File: config.mk
export PLATFORM = sky130hd
export DESIGN_NAME = priority_retry_queue_backoff_top
export DESIGN_NICKNAME = d
export VERILOG_FILES = /design/src/design/prq_pkg.sv /design/src/design/prq_cmp.sv /design/src/design/priority_retry_queue_backoff_top.sv
export SDC_FILE = /design/constraint.sdc
export NUM_CORES = 2
export LEC_CHECK = 0
export BUFFER_PORTS_ARGS = -buffer_cell sky130_fd_sc_hd__buf_2
export CORE_MARGIN = 1
export CORE_UTILIZATION = 53
export CTS_CLUSTER_SIZE = 25
export DETAILED_ROUTE_END_ITERATION = 12
export GPL_ROUTABILITY_DRIVEN = 0
export PLACE_DENSITY = 0.79
export SLEW_MARGIN = 20
export SYNTH_ARGS = -nofsm -noshare
export SYNTH_HDL_FRONTEND = slang
export SYNTH_SLANG_ARGS = --single-unit
File: constraint.sdc
create_clock -name clk -period 10.9 [get_ports clk]
set_input_delay 2.18 -clock clk [delete_from_list [all_inputs] [get_ports clk]]
set_output_delay 2.18 -clock clk [all_outputs]
set_load 0.05 [all_outputs]
File: src/design/prq_pkg.sv
// Shared types and codes for the priority retry queue.
package prq_pkg;

	typedef enum logic [2:0] {
		MODE_ENQ     = 3'd0,
		MODE_REMOVE  = 3'd1,
		MODE_CLEAR   = 3'd2,
		MODE_RETRY   = 3'd3,
		MODE_PROCESS = 3'd4,
		MODE_OUTCOME = 3'd5
	} mode_t;

	typedef enum logic [3:0] {
		ST_ACK       = 4'd0,
		ST_ENQUEUED  = 4'd1,
		ST_FULL      = 4'd2,
		ST_REMOVED   = 4'd3,
		ST_NOT_FOUND = 4'd4,
		ST_DISPATCH  = 4'd5,
		ST_NONE      = 4'd6,
		ST_BLOCKED   = 4'd7,
		ST_COMPLETED = 4'd8,
		ST_RETRY     = 4'd9,
		ST_DROPPED   = 4'd10,
		ST_NO_OUT    = 4'd11
	} status_t;

	typedef enum logic [2:0] {
		REG_MAX_ATTEMPTS = 3'd0,
		REG_INIT_DELAY   = 3'd1,
		REG_MAX_DELAY    = 3'd2,
		REG_MULT         = 3'd3,
		REG_ONLINE       = 3'd4,
		REG_PAUSED       = 3'd5
	} reg_idx_t;

	typedef enum logic [2:0] {
		FSM_IDLE,
		FSM_SCAN,
		FSM_MUL,
		FSM_FIN,
		FSM_WAKE,
		FSM_OUT
	} fsm_t;

	// per-slot compare request/response between sequencer and scan unit
	typedef struct packed {
		logic        valid;
		logic [7:0]  prio;
		logic [31:0] seq;
		logic [31:0] due;
		logic        have_best;
		logic [7:0]  best_prio;
		logic [31:0] best_seq;
		logic [31:0] now;
	} cmp_req_t;

	typedef struct packed {
		logic ready_better;
	} cmp_rsp_t;

endpackage

File: src/design/prq_cmp.sv
// Shared compare unit used by the slot scan: picks whether a slot beats the current best.
module prq_cmp (
	input  prq_pkg::cmp_req_t req,
	output prq_pkg::cmp_rsp_t rsp
);
	import prq_pkg::*;

	logic [31:0] seq_diff;
	logic        prec;

	always_comb begin
		seq_diff = req.seq - req.best_seq;
		if (req.prio != req.best_prio)
			prec = req.prio > req.best_prio;
		else
			prec = seq_diff[31];
		rsp.ready_better = req.valid && (req.due <= req.now) && (!req.have_best || prec);
	end
endmodule

File: src/design/priority_retry_queue_backoff_top.sv
// Top level of the priority retry queue with exponential backoff.
// Usage: one command word enters on in_valid/in_ready; one result word leaves on
// out_valid/out_ready. A sequencer walks the DEPTH slots one per cycle through a
// shared compare unit for dispatch selection, then walks them again for the
// occupancy count and the earliest wake time. Each word passes through the scan,
// finish, multiply and wake states in that order, then the result register loads.
// in_ready is low from acceptance until the result is taken.
// The result register holds its word while out_ready is low, and no new
// command is taken until it leaves.
// Configuration is written through cfg_we/cfg_addr/cfg_wdata at any idle time.
// Reset empties the queue, clears the dispatch flag and loads register
// defaults: max_attempts 5, initial_delay 1000, max_delay 60000,
// multiplier 2.0 (Q8.8), online 1, paused 0.
// Slot storage has no reset; only the valid bits are cleared.
module priority_retry_queue_backoff_top #(
	parameter int DEPTH = 16
) (
	input  logic        clk,
	input  logic        arst_n,
	input  logic        cfg_we,
	input  logic [2:0]  cfg_addr,
	input  logic [23:0] cfg_wdata,
	input  logic        in_valid,
	output logic        in_ready,
	input  logic [2:0]  mode,
	input  logic [31:0] now,
	input  logic [7:0]  priority_req,
	input  logic [15:0] payload,
	input  logic [3:0]  entry_id,
	input  logic        success,
	output logic        out_valid,
	input  logic        out_ready,
	output logic [3:0]  status,
	output logic [3:0]  slot,
	output logic [15:0] job,
	output logic [7:0]  attempt_count,
	output logic [31:0] retry_at,
	output logic [4:0]  occupancy,
	output logic [31:0] next_wake,
	output logic        wake_valid
);
	import prq_pkg::*;

	localparam int IW = (DEPTH > 1) ? $clog2(DEPTH) : 1;
	localparam int CW = $clog2(DEPTH + 1);

	// config
	logic [7:0]  max_att_q;
	logic [15:0] init_q;
	logic [23:0] maxd_q;
	logic [15:0] mult_q;
	logic        online_q, paused_q;

	always_ff @(posedge clk or negedge arst_n) begin
		if (!arst_n) begin
			max_att_q <= 8'd5;
			init_q    <= 16'd1000;
			maxd_q    <= 24'd60000;
			mult_q    <= 16'd512;
			online_q  <= 1'b1;
			paused_q  <= 1'b0;
		end else if (cfg_we) begin
			unique case (cfg_addr)
				REG_MAX_ATTEMPTS: max_att_q <= cfg_wdata[7:0];
				REG_INIT_DELAY:   init_q    <= cfg_wdata[15:0];
				REG_MAX_DELAY:    maxd_q    <= cfg_wdata;
				REG_MULT:         mult_q    <= cfg_wdata[15:0];
				REG_ONLINE:       online_q  <= cfg_wdata[0];
				REG_PAUSED:       paused_q  <= cfg_wdata[0];
				default: ;
			endcase
		end
	end

	// slot storage
	logic [DEPTH-1:0] vld_q;
	logic [7:0]  pri_q [DEPTH];
	logic [15:0] job_q [DEPTH];
	logic [7:0]  try_q [DEPTH];
	logic [31:0] due_q [DEPTH];
	logic [23:0] bo_q  [DEPTH];
	logic [31:0] seq_q [DEPTH];
	logic [31:0] arr_q;
	logic        busy_q;
	logic [IW-1:0] bslot_q;

	// captured command
	mode_t       mode_q;
	logic [31:0] now_q;
	logic [7:0]  prio_q;
	logic [15:0] pay_q;
	logic [3:0]  eid_q;
	logic        succ_q;

	fsm_t st_q, st_d;
	logic [IW-1:0] idx_q;
	logic          have_q;
	logic [IW-1:0] best_q;
	logic [CW-1:0] occ_q;
	logic [31:0]   wake_q;
	logic          any_q;
	logic [39:0]   prod_q;

	// result registers
	status_t     r_status_q;
	logic [3:0]  r_slot_q;
	logic [15:0] r_job_q;
	logic [7:0]  r_try_q;
	logic [31:0] r_retry_q;
	logic        ov_q;

	cmp_req_t creq;
	cmp_rsp_t crsp;

	prq_cmp u_cmp (.req(creq), .rsp(crsp));

	logic last;
	assign last = (idx_q == IW'(DEPTH - 1));

	always_comb begin
		creq.valid     = vld_q[idx_q];
		creq.prio      = pri_q[idx_q];
		creq.seq       = seq_q[idx_q];
		creq.due       = due_q[idx_q];
		creq.have_best = have_q;
		creq.best_prio = pri_q[best_q];
		creq.best_seq  = seq_q[best_q];
		creq.now       = (st_q == FSM_SCAN) ? now_q : 32'hFFFF_FFFF;
	end

	// free slot search: lowest invalid
	logic          free_found;
	logic [IW-1:0] free_idx;
	always_comb begin
		free_found = 1'b0;
		free_idx   = '0;
		for (int i = DEPTH - 1; i >= 0; i--) begin
			if (!vld_q[i]) begin
				free_found = 1'b1;
				free_idx   = IW'(i);
			end
		end
	end

	logic eid_ok;
	assign eid_ok = ({1'b0, eid_q} < 5'(DEPTH)) || (DEPTH > 16);

	logic [IW-1:0] eidx;
	assign eidx = IW'(eid_q);

	// backoff arithmetic from the registered product
	logic [39:0] prod_sh;
	logic [23:0] dly;
	logic [32:0] due_sum;
	always_comb begin
		prod_sh = prod_q >> 8;
		if (try_q[bslot_q] <= 8'd1)
			dly = ({8'd0, init_q} > maxd_q) ? maxd_q : {8'd0, init_q};
		else
			dly = (prod_sh > {16'd0, maxd_q}) ? maxd_q : prod_sh[23:0];
		due_sum = {1'b0, now_q} + {9'd0, dly};
	end

	// result word of the finish cycle
	logic [7:0]  try_inc;
	status_t     fin_status;
	logic [3:0]  fin_slot;
	logic [15:0] fin_job;
	logic [7:0]  fin_try;
	always_comb begin
		try_inc    = (try_q[best_q] != 8'hFF) ? try_q[best_q] + 1'b1 : 8'hFF;
		fin_status = ST_ACK;
		fin_slot   = '0;
		fin_job    = '0;
		fin_try    = '0;
		unique case (mode_q)
			MODE_ENQ: begin
				fin_job = pay_q;
				if (!free_found) fin_status = ST_FULL;
				else begin
					fin_status = ST_ENQUEUED;
					fin_slot   = 4'(free_idx);
				end
			end
			MODE_REMOVE: begin
				fin_slot = eid_q;
				if (eid_ok && vld_q[eidx]) begin
					fin_job    = job_q[eidx];
					fin_try    = try_q[eidx];
					fin_status = ST_REMOVED;
				end else fin_status = ST_NOT_FOUND;
			end
			MODE_PROCESS: begin
				if (paused_q || !online_q || busy_q) fin_status = ST_BLOCKED;
				else if (!have_q) fin_status = ST_NONE;
				else begin
					fin_status = ST_DISPATCH;
					fin_slot   = 4'(best_q);
					fin_job    = job_q[best_q];
					fin_try    = try_inc;
				end
			end
			MODE_OUTCOME: begin
				if (!busy_q || !vld_q[bslot_q]) fin_status = ST_NO_OUT;
				else begin
					fin_slot = 4'(bslot_q);
					fin_job  = job_q[bslot_q];
					fin_try  = try_q[bslot_q];
					if (succ_q) fin_status = ST_COMPLETED;
					else if (try_q[bslot_q] >= max_att_q) fin_status = ST_DROPPED;
					else fin_status = ST_RETRY;
				end
			end
			default: ;
		endcase
	end

	assign in_ready = (st_q == FSM_IDLE) && !ov_q;

	always_comb begin
		st_d = st_q;
		unique case (st_q)
			FSM_IDLE: if (in_valid && in_ready) st_d = FSM_SCAN;
			FSM_SCAN: if (last) st_d = FSM_FIN;
			FSM_FIN:  st_d = FSM_MUL;
			FSM_MUL:  st_d = FSM_WAKE;
			FSM_WAKE: if (last) st_d = FSM_OUT;
			FSM_OUT:  st_d = FSM_IDLE;
			default:  st_d = FSM_IDLE;
		endcase
	end

	always_ff @(posedge clk or negedge arst_n) begin
		if (!arst_n) st_q <= FSM_IDLE;
		else         st_q <= st_d;
	end

	always_ff @(posedge clk or negedge arst_n) begin
		if (!arst_n) begin
			vld_q   <= '0;
			arr_q   <= '0;
			busy_q  <= 1'b0;
			bslot_q <= '0;
			ov_q    <= 1'b0;
			idx_q   <= '0;
			have_q  <= 1'b0;
		end else begin
			if (ov_q && out_ready) ov_q <= 1'b0;
			unique case (st_q)
				FSM_IDLE: begin
					idx_q  <= '0;
					have_q <= 1'b0;
					if (in_valid && in_ready) begin
						mode_q <= mode_t'(mode);
						now_q  <= now;
						prio_q <= priority_req;
						pay_q  <= payload;
						eid_q  <= entry_id;
						succ_q <= success;
					end
				end
				FSM_SCAN: begin
					if (crsp.ready_better) begin
						have_q <= 1'b1;
						best_q <= idx_q;
					end
					idx_q <= last ? '0 : idx_q + 1'b1;
				end
				FSM_FIN: begin
					prod_q     <= {16'd0, bo_q[bslot_q]} * {24'd0, mult_q};
					r_slot_q   <= fin_slot;
					r_job_q    <= fin_job;
					r_try_q    <= fin_try;
					r_retry_q  <= '0;
					r_status_q <= fin_status;
					unique case (mode_q)
						MODE_ENQ: begin
							if (free_found) begin
								vld_q[free_idx] <= 1'b1;
								pri_q[free_idx] <= prio_q;
								job_q[free_idx] <= pay_q;
								try_q[free_idx] <= '0;
								due_q[free_idx] <= now_q;
								bo_q[free_idx]  <= '0;
								seq_q[free_idx] <= arr_q;
								arr_q <= arr_q + 1'b1;
							end
						end
						MODE_REMOVE: begin
							if (eid_ok && vld_q[eidx]) begin
								vld_q[eidx] <= 1'b0;
								if (busy_q && bslot_q == eidx) begin
									busy_q <= 1'b0;
									bslot_q <= '0;
								end
							end
						end
						MODE_CLEAR: begin
							vld_q <= '0;
							busy_q <= 1'b0;
							bslot_q <= '0;
						end
						MODE_RETRY: begin
							for (int i = 0; i < DEPTH; i++)
								if (vld_q[i]) due_q[i] <= now_q;
						end
						MODE_PROCESS: begin
							if (fin_status == ST_DISPATCH) begin
								try_q[best_q] <= try_inc;
								busy_q  <= 1'b1;
								bslot_q <= best_q;
							end
						end
						MODE_OUTCOME: begin
							if (fin_status == ST_NO_OUT) begin
								busy_q <= 1'b0;
								bslot_q <= '0;
							end else if (fin_status == ST_COMPLETED ||
							             fin_status == ST_DROPPED) begin
								vld_q[bslot_q] <= 1'b0;
								busy_q <= 1'b0;
								bslot_q <= '0;
							end
						end
						default: ;
					endcase
				end
				FSM_MUL: begin
					if (mode_q == MODE_OUTCOME && r_status_q == ST_RETRY) begin
						bo_q[bslot_q]  <= dly;
						due_q[bslot_q] <= due_sum[32] ? 32'hFFFF_FFFF : due_sum[31:0];
						r_retry_q      <= due_sum[32] ? 32'hFFFF_FFFF : due_sum[31:0];
						busy_q  <= 1'b0;
						bslot_q <= '0;
					end
					idx_q  <= '0;
					occ_q  <= '0;
					any_q  <= 1'b0;
					wake_q <= '0;
				end
				FSM_WAKE: begin
					if (vld_q[idx_q]) begin
						occ_q <= occ_q + 1'b1;
						any_q <= 1'b1;
						if (!any_q || due_q[idx_q] < wake_q) wake_q <= due_q[idx_q];
					end
					idx_q <= last ? '0 : idx_q + 1'b1;
				end
				FSM_OUT: ov_q <= 1'b1;
				default: ;
			endcase
		end
	end

	assign out_valid     = ov_q;
	assign status        = r_status_q;
	assign slot          = r_slot_q;
	assign job           = r_job_q;
	assign attempt_count = r_try_q;
	assign retry_at      = r_retry_q;
	assign occupancy     = 5'(occ_q);
	assign next_wake     = wake_q;
	assign wake_valid    = any_q && online_q && !paused_q && !busy_q;
endmodule

==> key figures <==
Outcome
  • Result of the run: complete, but fails checks
  • Violated checks: design-rule violations

Yosys
  • Post-synthesis instance area: 0.118 mm2
  • Instance count of the mapped netlist: 7308
  • Count of flip-flops with a built-in enable after synthesis: 2122
  • Largest family of logic cells by synthesized area: multiplexers
  • Synthesized net count: 7996
  • Simple logic cell fraction of the synthesized area: 4.78%
  • Most used flip-flop cell after synthesis: edfxtp_1
  • Per-instance average area after synthesis: 16.1 um2
  • Top post-synthesis cells by area: edfxtp_1 54%, mux4_2 20%, fa_1 5.2%
  • Complex-gate fraction of the synthesized area: 5.05%
  • Area share of the leading cell type in the synthesized netlist: 54.0%
  • Adder-cell share of the synthesized area: 8.23%
  • Number of different library cells in the post-synthesis netlist: 77
  • Register area share after synthesis: 56.9%
  • Count of state elements after synthesis: 2258
  • Synth async-reset ratio: 5.67%
  • Biggest area consumer among synthesized cells: edfxtp_1
  • Multiplexer share of the synthesized area: 21.0%
  • YS warnings: 0
  • Synthesized-area fraction occupied by xor and xnor cells: 0.727%

Global route
  • Met2 routing resource usage after global routing: 47.1%
  • Global-route wire length before repair: 478000 um
  • Number of global-route vias before repair: 73400
  • Grt total ovfl: 0
  • Antenna violations before repair: 14
  • Global router's overall resource usage: 29.0%
  • Global routing's busiest layer: met2
  • Largest net degree at the start of global routing: 280
  • Global Route met3 Usage: 6.62%
  • Fraction of met1 tracks used by global routing: 37.5%

Drt
  • Drt first-iter violations: 9450
  • Vias per inst: 6.81
  • Post-route ant nets: 0
  • # DRC: 2
  • Detailed-route via count: 71800
  • Routed wire length: 324000 um
  • Number of optimization iterations in the first detailed-route pass: 10
  • Average wire per cell in the routed design: 30.7 um

Job
  • Number of max-cap violations: 0

Timing
  • Slew @ Worst Pin: 1270 ps
  • Setup repair after global routing missed its margin: no
  • Achievable Freq: 106 MHz
  • Final clock skew: 44.7 ps
  • Setup TNS: 0 ps
  • Post-route clock period utilization: 86.6%
  • Period minus WS final: 9440 ps
  • Final setup fails: 0
  • Final Slew Violations: 0
  • Max-slew headroom: 15.1%
  • Number of hold violations in the final report: 0

Floorplanning
  • Chip height: 474 um
  • Placeable core area: 0.220 mm2
  • Die ar.: 0.225 mm2
  • Initial Util: 53.6%
  • Number of rows in the core area: 172
  • Horiz. Die Dim: 474 um
  • Top-level port count: 200

CTS
  • Max clock buf depth: 3
  • Hold bufs inserted after CTS: 0
  • Resized Gates After CTS: 0
  • Number of buffers created by CTS: 219
  • Buffers inserted during post-CTS setup optimization: 0
  • Clock tree from TritonCTS: yes
  • Clock tree root driver cell: clkbuf_16
  • Count of H-tree levels built during CTS: 4
  • Insertion delay to the later sink of the worst-skew pair: 890 ps
  • Clock sink total: 2258
  • Clock slew at the register clock pins of the worst setup and hold paths: 70 ps

Critical path
  • Kind of launch point of the worst setup path: register
  • Type of the setup path with the least slack: register to register
  • Required arrival time at the worst endpoint: 11460 ps
  • Maximum fanout encountered on the critical timing path: 68
  • Category of the worst setup path capture point: register
  • Arrival time reported for the critical path endpoint: 9990 ps
  • Setup slack of the worst register-to-register path: 1460 ps
  • R2R depth: 23

Cells and area
  • Filler Cell Count: 15700
  • Final layout net count: 8080
  • Proportion of layout cells with a drive suffix above 1: 26.2%
  • Post-route cell area: 0.130 mm2
  • Total area of sequential cells: 0.0672 mm2
  • Synthesis-to-finish area growth: 10.1%
  • Area taken by multi-input logic gates: 0.0474 mm2

Placed design
  • Hpwl dp: 191000 um
  • Post-detailed-placement cell area: 0.123 mm2
  • Count of input and output buffers: 199

Min path
  • HP Class: register to register
  • Count of cells along the worst hold path: 1
state kept, by name, summed over array words and instances, names as in the netlist, 24 cells and up, named ones only:
name and flops:
arr_q 32, pri_q 128, next_wake 32, job_q 256
retry_at 32, prod_q 32, maxd_q 24, seq_q 512
bo_q 384, now_q 32, due_q 512, try_q 128
per-layer routing:
layer	wire, um	vias to the layer above	part of all wire (%)
li1	-	28800	-
met1	110000	36800	34
met2	158000	5231	49
met3	39800	934	12
met4	15000	12	4.6
met5	76	-	0.023
kinds of logic after synthesis:
logic type / after synthesis
DFF: 2258
xor gates and xnor gates: 98
buffers and inverters: 1012
AOI/OAI and AO/OA: 985
adders and majority gates: 593
muxes: 1167
and+or+nand+nor: 1195
per-stage QoR:
step / util, % / setup slack [ps] / std cells / hold WS (ps)
2_1_floorplan: - / 2050 / 7308 / 423
3_3_place_gp: 55.6 / 1710 / 10100 / 496
3_5_place_dp: 55.6 / 1660 / 10100 / 511
4_1_cts: 58.9 / 1510 / 10500 / 525
5_1_grt: 58.9 / 1080 / 10500 / 561
6_report: 58.9 / 1460 / 10500 / 523
final timing paths:
kind                                         from                      to
max                        bslot_q[1]$_DFFE_PN0P_  due_q[6][14]$_DFFE_PP_
min                          paused_q$_DFFE_PN0P_    paused_q$_DFFE_PN0P_
max reg2reg                bslot_q[1]$_DFFE_PN0P_  due_q[6][14]$_DFFE_PP_
min reg2reg                  paused_q$_DFFE_PN0P_    paused_q$_DFFE_PN0P_
max in group asynchronous                  arst_n    idx_q[3]$_DFFE_PN0P_
min in group asynchronous                  arst_n  mult_q[15]$_DFFE_PN0P_
cell type report:
| cell class | instances | area share, % |
|---|---|---|
| repair buffers | 387 | 1.94 |
| flip-flops and latches | 2258 | 51.7 |
| clock inverters | 135 | 1.15 |
| multi-input cells | 4038 | 36.5 |
| well taps | 2958 | 2.85 |
| diodes | 4 | 0.00771 |
| clock buffers | 275 | 4.45 |
| inverters | 488 | 1.41 |
Yosys cell counts, drive strengths merged, types with 10 or more instances:
library cell  number
edfxtp          2122
mux4            1041
inv              487
nand2            464
o21ai            414
clkbuf           402
fa               306
ha               286
nor2             240
and2             202
a31oi            153
a21oi            139
buf              122
dfrtp            111
mux2              98
a21o              75
nor3              63
xnor2             59
nand3             55
nand4             41
xor2              39
o22ai             36
nor2b             30
mux2i             28
nand2b            23
o21a              21
and3              20
a222oi            18
a41oi             18
dfstp             17
o211ai            15
a22o              13
nor4              12
o21bai            12
and4              10
o2111ai           10
critical path, stage by stage (launching register included):
cell       delay (ps)
dfrtp_4          1080
buf_12            460
mux4_2            380
mux4_2            530
or4_1             610
nor4_4            160
buf_4             310
o21bai_2          400
a21bo_2           420
o221a_2           310
ha_1              210
fa_1              440
a21o_1            180
a21oi_1           210
o21bai_1          130
a2111oi_0         540
nor3b_1           160
a31oi_1           600
a2bb2oi_2         210
buf_4             280
nor2_1             90
buf_4             240
nor2_1            840
o21ai_0           240
layout by cell type (no fill, tap or decap), drive strengths merged, types with 55 or more instances in the layout:
cell type	instances
edfxtp	2122
mux4	1041
inv	496
nand2	464
o21ai	414
buf	387
fa	306
ha	286
clkbuf	275
nor2	240
and2	202
a31oi	153
a21oi	139
dfrtp	111
mux2	98
clkinv	96
a21o	75
nor3	63
xnor2	59
nand3	55
Power is not shown: default switching activity piles up to over one toggle a cycle in this logic, so the estimate is an artifact.
